--- config.mk ---
export PLATFORM = sky130hd
export DESIGN_NAME = ip_l4_checksum_engine
export DESIGN_NICKNAME = d
export VERILOG_FILES = /design/src/ilce_pkg.sv /design/src/ip_l4_checksum_engine.sv /design/src/ilce_front.sv /design/src/ilce_queue.sv /design/src/ilce_back.sv
export SDC_FILE = /design/constraint.sdc
export NUM_CORES = 1
export LEC_CHECK = 0
export ABC_AREA = 1
export ABC_CLOCK_PERIOD_IN_PS = 10850
export BUFFER_PORTS_ARGS = -buffer_cell sky130_fd_sc_hd__buf_2
export CAP_MARGIN = 0
export CORE_MARGIN = 2
export CORE_UTILIZATION = 55
export CTS_BUF_LIST = sky130_fd_sc_hd__clkbuf_4 sky130_fd_sc_hd__clkbuf_8
export CTS_CLUSTER_DIAMETER = 50
export DETAILED_ROUTE_END_ITERATION = 16
export PLACE_DENSITY = 0.77
export RECOVER_POWER = 25
export SLEW_MARGIN = 30
export SYNTH_ARGS = -nofsm -noshare
export SYNTH_HDL_FRONTEND = slang
export SYNTH_HIERARCHICAL = 1
export SYNTH_SLANG_ARGS = --single-unit
--- constraint.sdc ---
create_clock -name clk -period 10.85 [get_ports clk]
set_input_delay 0.5425 -clock clk [delete_from_list [all_inputs] [get_ports clk]]
set_output_delay 0.5425 -clock clk [all_outputs]
set_load 0.01 [all_outputs]
--- src/ilce_pkg.sv ---
// shared types, constants and functions for the l4 checksum engine
`timescale 1ns / 1ps

package ilce_pkg;

  localparam int POS_W       = 15;
  localparam int QUEUE_DEPTH = 4;

  localparam logic [POS_W-1:0] POS_MAX = {POS_W{1'b1}};
  localparam logic [15:0] PROTO_UDP = 16'd17;
  localparam logic [15:0] PROTO_TCP = 16'd6;

  typedef enum logic [1:0] {
    MODE_IP   = 2'd0,
    MODE_UDP  = 2'd1,
    MODE_TCP  = 2'd2,
    MODE_ICMP = 2'd3
  } mode_t;

  typedef struct packed {
    logic        first;
    logic        keep;
    logic        add;
    logic        last;
    logic [15:0] word;
    logic [15:0] init_sum;
    logic [5:0]  header_bytes;
  } qentry_t;

  function automatic logic [3:0] check_pos(input mode_t mode);
    logic [3:0] pos;
    unique case (mode)
      MODE_IP:   pos = 4'd5;
      MODE_UDP:  pos = 4'd3;
      MODE_TCP:  pos = 4'd8;
      MODE_ICMP: pos = 4'd1;
      default:   pos = 4'd5;
    endcase
    return pos;
  endfunction

  function automatic logic [15:0] oc_add(input logic [15:0] s, input logic [15:0] w);
    logic [16:0] t;
    t = {1'b0, s} + {1'b0, w};
    return t[15:0] + {15'b0, t[16]};
  endfunction

endpackage

--- src/ip_l4_checksum_engine.sv ---
// top level of the ip / udp / tcp / icmp checksum engine
//
// Takes one 16-bit word per cycle while the queue is not full, and returns one result
// per segment on the word marked last. A classifying front end feeds a queue of
// QUEUE_DEPTH entries; the accumulator behind it does one end-around-carry add per
// cycle, and that accumulator loop sets the rate of one word per cycle. A result
// appears on m_tvalid once its last word is popped from the queue into the output
// register; input is still accepted while a result waits, until the queue fills.
`timescale 1ns / 1ps

module ip_l4_checksum_engine
  import ilce_pkg::*;
#(
  parameter int QUEUE_DEPTH_P = QUEUE_DEPTH
)
(
  input  logic        clk,
  input  logic        rst,
  input  logic        s_tvalid,
  output logic        s_tready,
  input  logic [95:0] s_tdata,   // data_word, byte_count, address_pair
  input  logic [1:0]  s_tuser,   // req_type
  input  logic        s_tlast,
  output logic        m_tvalid,
  input  logic        m_tready,
  output logic [39:0] m_tdata    // checksum, carried_checksum, matches_res, header_bytes, pad
);

  qentry_t push_entry;
  qentry_t pop_entry;
  logic    full;
  logic    not_empty;
  logic    pop;
  logic    accept;

  assign s_tready = !full;
  assign accept   = s_tvalid && s_tready;

  ilce_front u_front (
    .clk          (clk),
    .rst          (rst),
    .accept       (accept),
    .req_type     (s_tuser),
    .data_word    (s_tdata[15:0]),
    .byte_count   (s_tdata[31:16]),
    .address_pair (s_tdata[95:32]),
    .last_word    (s_tlast),
    .entry        (push_entry)
  );

  ilce_queue #(
    .DEPTH (QUEUE_DEPTH_P)
  ) u_queue (
    .clk        (clk),
    .rst        (rst),
    .push       (accept),
    .push_entry (push_entry),
    .full       (full),
    .pop        (pop),
    .not_empty  (not_empty),
    .pop_entry  (pop_entry)
  );

  ilce_back u_back (
    .clk      (clk),
    .rst      (rst),
    .valid    (not_empty),
    .entry    (pop_entry),
    .pop      (pop),
    .m_tvalid (m_tvalid),
    .m_tready (m_tready),
    .m_tdata  (m_tdata)
  );

endmodule

--- src/ilce_front.sv ---
// front end: tracks word position and mode, classifies each word for the accumulator
`timescale 1ns / 1ps

module ilce_front
  import ilce_pkg::*;
(
  input  logic        clk,
  input  logic        rst,
  input  logic        accept,
  input  logic [1:0]  req_type,
  input  logic [15:0] data_word,
  input  logic [15:0] byte_count,
  input  logic [63:0] address_pair,
  input  logic        last_word,
  output qentry_t     entry
);

  logic [POS_W-1:0] word_position;
  mode_t            held_mode;
  logic             odd_length;
  logic [5:0]       held_header_bytes;

  logic        first;
  mode_t       mode;
  logic [5:0]  hb;
  logic        odd;
  logic        keep;
  logic        below_hdr;
  logic [15:0] proto;
  logic [18:0] total;
  logic [16:0] fold1;
  logic [15:0] fold2;

  always_comb begin
    first = (word_position == '0);
    mode  = first ? mode_t'(req_type) : held_mode;
    if (first) begin
      hb  = (mode == MODE_IP) ? {data_word[11:8], 2'b00} : 6'd0;
      odd = (mode != MODE_IP) && byte_count[0];
    end else begin
      hb  = held_header_bytes;
      odd = odd_length;
    end
    keep      = (word_position == POS_W'(check_pos(mode)));
    below_hdr = (word_position < POS_W'(hb[5:1]));

    // pseudo-header: length, protocol and both addresses
    proto = (mode == MODE_UDP) ? PROTO_UDP : PROTO_TCP;
    total = {3'b0, byte_count} + {3'b0, proto}
          + {3'b0, address_pair[63:48]} + {3'b0, address_pair[47:32]}
          + {3'b0, address_pair[31:16]} + {3'b0, address_pair[15:0]};
    fold1 = {1'b0, total[15:0]} + {14'b0, total[18:16]};
    fold2 = fold1[15:0] + {15'b0, fold1[16]};

    entry.first        = first;
    entry.keep         = keep;
    entry.add          = !keep && ((mode != MODE_IP) || below_hdr);
    entry.last         = last_word;
    entry.word         = (last_word && odd && !keep) ? {data_word[15:8], 8'h00} : data_word;
    entry.init_sum     = (mode == MODE_UDP || mode == MODE_TCP) ? fold2 : 16'd0;
    entry.header_bytes = hb;
  end

  always_ff @(posedge clk) begin
    if (rst) begin
      word_position     <= '0;
      held_mode         <= MODE_IP;
      odd_length        <= 1'b0;
      held_header_bytes <= '0;
    end else if (accept) begin
      held_mode         <= mode;
      odd_length        <= odd;
      held_header_bytes <= hb;
      if (last_word) begin
        word_position <= '0;
      end else if (word_position != POS_MAX) begin
        word_position <= word_position + 1'b1;
      end
    end
  end

endmodule

--- src/ilce_queue.sv ---
// small fifo of classified words between front and back
`timescale 1ns / 1ps

module ilce_queue
  import ilce_pkg::*;
#(
  parameter int DEPTH = QUEUE_DEPTH
)
(
  input  logic    clk,
  input  logic    rst,
  input  logic    push,
  input  qentry_t push_entry,
  output logic    full,
  input  logic    pop,
  output logic    not_empty,
  output qentry_t pop_entry
);

  localparam int PTR_W = (DEPTH > 1) ? $clog2(DEPTH) : 1;
  localparam int CNT_W = $clog2(DEPTH + 1);

  qentry_t mem [DEPTH];

  logic [PTR_W-1:0] wr_ptr;
  logic [PTR_W-1:0] rd_ptr;
  logic [CNT_W-1:0] count;

  assign full      = (count == CNT_W'(DEPTH));
  assign not_empty = (count != '0);
  assign pop_entry = mem[rd_ptr];

  always_ff @(posedge clk) begin
    if (push) begin
      mem[wr_ptr] <= push_entry;
    end
  end

  always_ff @(posedge clk) begin
    if (rst) begin
      wr_ptr <= '0;
      rd_ptr <= '0;
      count  <= '0;
    end else begin
      if (push) begin
        wr_ptr <= (wr_ptr == PTR_W'(DEPTH - 1)) ? '0 : wr_ptr + 1'b1;
      end
      if (pop) begin
        rd_ptr <= (rd_ptr == PTR_W'(DEPTH - 1)) ? '0 : rd_ptr + 1'b1;
      end
      if (push && !pop) begin
        count <= count + 1'b1;
      end else if (pop && !push) begin
        count <= count - 1'b1;
      end
    end
  end

endmodule

--- src/ilce_back.sv ---
// back end: ones' complement accumulator and result register
`timescale 1ns / 1ps

module ilce_back
  import ilce_pkg::*;
(
  input  logic        clk,
  input  logic        rst,
  input  logic        valid,
  input  qentry_t     entry,
  output logic        pop,
  output logic        m_tvalid,
  input  logic        m_tready,
  output logic [39:0] m_tdata
);

  logic [15:0] sum;
  logic [15:0] carried;
  logic [5:0]  held_hb;

  logic [15:0] out_checksum;
  logic [15:0] out_carried;
  logic        out_match;
  logic [5:0]  out_hb;

  logic [15:0] base_sum;
  logic [15:0] sum_next;
  logic [15:0] carried_next;
  logic [5:0]  hb_next;
  logic [15:0] cs;

  always_comb begin
    pop          = valid && (!entry.last || !m_tvalid || m_tready);
    base_sum     = entry.first ? entry.init_sum : sum;
    sum_next     = entry.add ? oc_add(base_sum, entry.word) : base_sum;
    carried_next = entry.keep ? entry.word : (entry.first ? 16'd0 : carried);
    hb_next      = entry.first ? entry.header_bytes : held_hb;
    cs           = ~sum_next;
  end

  assign m_tdata = {1'b0, out_hb, out_match, out_carried, out_checksum};

  always_ff @(posedge clk) begin
    if (rst) begin
      m_tvalid <= 1'b0;
      sum      <= '0;
      carried  <= '0;
      held_hb  <= '0;
    end else begin
      if (pop && entry.last) begin
        m_tvalid <= 1'b1;
      end else if (m_tvalid && m_tready) begin
        m_tvalid <= 1'b0;
      end
      if (pop) begin
        sum     <= entry.last ? 16'd0 : sum_next;
        carried <= carried_next;
        held_hb <= hb_next;
      end
    end
  end

  always_ff @(posedge clk) begin
    if (pop && entry.last) begin
      out_checksum <= cs;
      out_carried  <= carried_next;
      out_match    <= (cs == carried_next);
      out_hb       <= hb_next;
    end
  end

endmodule

---- After elaboration in Yosys (flattened, before gate mapping) ----
Memory sizes are Yosys's and may differ from the RTL's. A register that Yosys moved wholly into a read port is not among the register bits.
Index checks and enable logic that the tools add are counted.
storage, ports and cells
  register bits ........................... 109
  latch bits .............................. 0
  RAM bits ................................ 168
  memory bits (read-only) ................. 0
  output and inout port bits .............. 42
  word-level logic and storage cells ...... 95
  memories kept ........................... 1
memory list
  name         depth  width  read ports  clocked after Yosys merged registers in  wr ports  RTL line          text
  u_queue.mem  4      42     1           1                                        1         ilce_queue.sv:23  qentry_t mem [DEPTH];
cells by class
  $add $sub $neg .......................... 14
  multipliers ............................. 0
  div/mod/pow operators ................... 0
  order comparisons ....................... 1
  equal/unequal tests ..................... 9
  shifts and indexed selects .............. 0
  mux-type cells .......................... 26
  bitwise logic cells ..................... 1
  reductions and logical operators ........ 28
operators with widths
  kind                                            count
  2-to-1 mux 16 bit                               6
  adder 19 x 16 -> 19 bit                         4
  adder 16 x 16 -> 17 bit                         2
  adder 16 x 1 -> 16 bit                          2
  2-to-1 mux 15 bit                               2
  2-to-1 mux 6 bit                                3
  adder 16 x 3 -> 17 bit                          1
  == test 16 bit                                  1
  inverter 16 bit                                 1
  case mux 4 bit (4 select lines)                 1
  adder 15 x 1 -> 15 bit (second input constant)  1
  == test 15 x 4 -> 1 bit                         1
  logical NOT 15 bit                              1
  < comparator 15 x 5 -> 1 bit                    1
  inequality test 15 bit (second input constant)  1
  logical AND 1 bit                               10
  2-to-1 mux 2 bit                                5
  == test 2 bit (second input constant)           4
  2-to-1 mux 8 bit                                1
  nonzero test 2 bit                              4
  logical NOT 1 bit                               6
  2-to-1 mux 3 bit                                2
  2-to-1 mux 1 bit                                5
  2-to-1 mux 5 bit                                1
  other kinds (9)                                 13

---- Logic depth before layout (Yosys ltp) ----
  depth after elaboration ................. 12
  gate-level depth with buffers ........... 56

---- Cells and area by module ----
Netlist, hierarchy kept.
modules (own cells, without submodules)
  module                 times used  cells each  area an instance (µm²)
  ilce_queue             1           466         6676.4
  ilce_back              1           763         5261.3
  ilce_front             1           712         4732.0
  ip_l4_checksum_engine  1           3           13.8

---- Least setup slack after synthesis ----
OpenSTA, ideal clock, no wires.
  path type ............................... register to register
  from .................................... register u_front.word_position[13]
  to ...................................... memory u_queue/mem[0][21] (netlist bit) (data pin)
  setup time .............................. 0.262 ns
  arrival ................................. 7.369 ns
  path slack .............................. 3.219 ns
  stages on the path, launching flop included .. 54
  cells stage by stage .................... dfxtp_1 -> nor2_1 -> nand2_1 -> nor4_1 -> nand2_1 -> nor2_2 -> nor2_1 -> a21oi_1 -> ha_1 -> clkbuf_1 -> xnor2_1 -> fa_1 -> fa_1 -> ha_1 -> fa_1 -> nand3_1 -> nand2_1 -> nand3_1 -> [18 not listed] -> nand3_1 -> nor2_1 -> ha_1 -> nand2_1 -> nor2_1 -> nand3_1 -> nor2_1 -> nand2_1 -> nor2_2 -> nand2_2 -> nor2_4 -> nand2_2 -> nor2_4 -> nand2_2 -> nor2_2 -> nand3_1 -> nand2_1 -> nor2_1
RTL lines
  what                    RTL line          text
  start, declared         ilce_front.sv:18  logic [POS_W-1:0] word_position;
  start signal, assigned  ilce_front.sv:77  word_position <= word_position + 1'b1;
  end, declared           ilce_queue.sv:23

==> impl_results.md <==
- Reg2Reg Depth: 50
- First-pass GRT wire length: between 60 and 70 mm
- Failing checks: capacitance limit, slew limit
- H-tree depth: 2
- Slew HR: -83.3%
- Syn nets: 2170
- Chip height: 178 um
- Clock skew: roughly 0.052 ns
- Type of origin of the critical path: flop
- Clock sink count: between 200 and 300
- CP delay by family, top: simple AND/OR/NAND/NOR gates
- Crit-path max FO: 11
- Congestion Overflow GR: 0
- Final WS setup: 2.14 ns
- Postcts setup bufs: 0
- Area Growth Syn to Fin: 10.6%
- Yosys warnings: 6
- Routability cong.: ~0.89
- Initial cell density of the core: 56.1%
- Final period utilization: between 80% and 90%
- Die area: about 32000 um^2
- Hold Crit Depth: 1
- DIE WIDTH: between 150 and 200 um
- Max_cap viols: 2
- TritonCTS Buffers: 46
- Filler cells: between 2k and 3k
- Worst Setup End Kind: flop
- DRT antenna net count: 0
- Post-synthesis cell count: approximately 1.9k
- Fin. Hold Viols: 0
- R2R Setup Slk: between 2 and 2.5 ns
- Slowest cell on crit path: nor2_1
- Setup WS pre-CTS: around 2.3 ns
- Crit path kind: reg2reg
- Via density: between 5 and 6
- Synthesized flop and latch total: between 200 and 300
- Yosys top cell area share: a little under two fifths
- Post-CTS Resized: 0
- Status: complete, but fails checks
- Setup TNS: 0 ns
- Core Util, Final: between 60% and 70%
- Final setup viols: 0
- Std-Cell Core Area: ~30000 um^2
- Slew Viols, Final: 86
- Hold wc startpoint: s_tdata[13]
- Num ports: between 100 and 150
- Final WL: between 30 and 40 mm
- Vias: 13.4k
- Critical Path Source: u_front/word_position[12]$_SDFFE_PP0P_
- Buf+Inv Stages, Crit Path: 3
- Layout cell share with drive strength beyond 1: 13.1%
- CTS tree: yes
- Crit path time final: around 8.7 ns
- Skew-Pair Late Insertion Delay: 0.59 ns
- Critical R2R Launch: u_front/word_position[12]$_SDFFE_PP0P_
- Post-synth cell types: 46
- Vias in the first global route: approximately 13k
- Hold EP: u_queue/mem[3][35]$_DFFE_PP_
- Total Routing Usage GR: 24.3%
- Rows: between 60 and 70
- Hold Slack: approximately 0.22 ns
- Ant. Diodes: 0
- DRC Markers: 0
- CTS Hold Bufs: 0
- Nets@finish: about 2.3k
- Initial DRT Pass Iterations: 6
- Initial DRC Count: roughly 1.0k
- Worst path arrival time: 8.99 ns
- Final HPWL DP: roughly 27 mm
- Synth Cell Area: about 17000 um^2
- Syn avg cell area: approximately 8.6 um^2
- Fmax: around 110 MHz
- Area contributors post-synth: edfxtp_1 (37%), nand2_1 (9.4%), dfxtp_1 (8.6%)
- Clock root buffer: clkbuf_8
- Wire per inst: about 15 um
- Required time of the critical path: ~11 ns
- Pin count of the biggest net entering global routing: between 80 and 90
- Clock-pin slew on the worst setup and hold paths: around 0.060 ns
- Initial antenna violation count: 0
- Hold WC Path Type: in2reg
- Worst-Margin Slew: around 2.8 ns
- IO buf count: roughly 140
- Post-synth top area cell: edfxtp_1
- Worst path max stage delay: between 0.5 and 0.6 ns
- FF-to-FF End: u_queue/mem[0][20]$_DFFE_PP_
- Clock Tree Buf Depth: 3
- Seq/Total Area, Yosys: 45.9%
- RSZ-0062 raised after global routing: no
[cells by family (layout without fill, tap and decap cells)]
group / Yosys count / in the layout / share of synthesized area (%)
AO/OA/AOI/OAI: 320 / 320 / 10.3
XOR/XNOR: 11 / 11 / 0.578
adder cells (fa/ha/maj): 123 / 123 / 11.5
buffers and inverters: 357 / 531 / 9.07
flip-flops: 279 / 279 / 45.9
other: 1 / 1 / 0.0225
AND/OR/NAND/NOR: 853 / 853 / 22.6
[worst max-delay path by stage]
| stage | depth (start not counted) | slack, ns | endpoint |
|---|---|---|---|
| 3_3_place_gp | 52 | 2.66 | u_queue/mem[0][21]$_DFFE_PP_ |
| 4_1_cts | 52 | 2.26 | u_queue/mem[0][21]$_DFFE_PP_ |
| 5_1_grt | 51 | 1.10 | u_queue/mem[0][21]$_DFFE_PP_ |
| 6_report | 50 | 2.14 | u_queue/mem[0][20]$_DFFE_PP_ |
| 2_1_floorplan | 53 | 3.22 | u_queue/mem[0][21]$_DFFE_PP_ |
| 3_5_place_dp | 52 | 2.31 | u_queue/mem[1][21]$_DFFE_PP_ |
[final cells by class]
cell class | count | area [um^2] | area share (%)
Tap cell | 390 | 488 | 2.64
Inverter | 287 | 1080 | 5.84
Clock inverter | 16 | 110 | 0.597
Clock buffer | 69 | 831 | 4.50
Timing Repair Buffer | 159 | 759 | 4.12
Multi-Input combinational cell | 1308 | 7530 | 40.8
Sequential cell | 279 | 7660 | 41.5
[sequential cells by signal (all words and copies together), names as in the netlist, 2 cells and up, named ones only]
name                       cells
u_back/carried                16
u_back/held_hb                 6
u_back/out_carried            16
u_back/out_checksum           16
u_back/out_hb                  6
u_back/sum                    16
u_front/held_header_bytes      6
u_front/held_mode              2
u_front/word_position         15
u_queue/count                  3
u_queue/mem                  168
u_queue/rd_ptr                 2
u_queue/wr_ptr                 2
[layout by cell type, fill, tap and decap left out, drive strengths merged, types with 8 or more instances in the layout]
| cell | instances |
|---|---|
| nand3 | 147 |
| nor3 | 11 |
| o21ai | 157 |
| o22ai | 42 |
| a21oi | 94 |
| inv | 289 |
| dfxtp | 72 |
| fa | 51 |
| xor2 | 8 |
| clkbuf | 122 |
| nand3b | 9 |
| edfxtp | 207 |
| a31oi | 13 |
| clkinv | 11 |
| nor2 | 203 |
| ha | 72 |
| nand4 | 20 |
| buf | 106 |
| nand2 | 452 |
[cell usage after synthesis, drive strengths merged]
| cell type | number |
|---|---|
| nor4 | 5 |
| edfxtp | 207 |
| clkinv | 1 |
| ha | 72 |
| a21o | 1 |
| o31ai | 1 |
| a31oi | 13 |
| clkbuf | 31 |
| dfxtp | 72 |
| buf | 39 |
| nand2 | 452 |
| o21a | 1 |
| a211oi | 6 |
| xnor2 | 3 |
| nor3 | 11 |
| or2 | 2 |
| nand3b | 9 |
| nand3 | 147 |
| o22ai | 42 |
| conb | 1 |
| nand4 | 20 |
| and2 | 4 |
| a21oi | 94 |
| xor2 | 8 |
| o21bai | 5 |
| nor2 | 203 |
| o21ai | 157 |
| inv | 286 |
| fa | 51 |
[per-stage QoR]
| stage | area (um^2) | instances |
|---|---|---|
| detailed placement | 17600 | 2423 |
| CTS | 18500 | 2508 |
| global placement | 17600 | 2423 |
| floorplan | 16700 | 1944 |
| finish | 18500 | 2508 |
| global route | 18500 | 2508 |
[worst register-to-register path, delay by kind of cell, from the launching register on]
family | cells | cell delay [ns]
fa+ha+maj | 8 | 2.72
simple gates | 33 | 4.08
compound gates | 4 | 0.79
buf+inv | 3 | 0.21
xor+xnor | 2 | 0.31
flops | 1 | 0.34
[routing by layer]
layer / up-vias / wire, um / track usage (%)
li1: 6709 / - / -
met1: 6245 / 16700 / 32.9
met2: 403 / 17800 / 41.3
met3: 54 / 2410 / 3.30
met4: 0 / 654 / 6.39
met5: - / 0 / 0
Power is left out: the tool's default activity adds up to more than one toggle a clock period on the data nets, which glitch-free logic cannot reach.
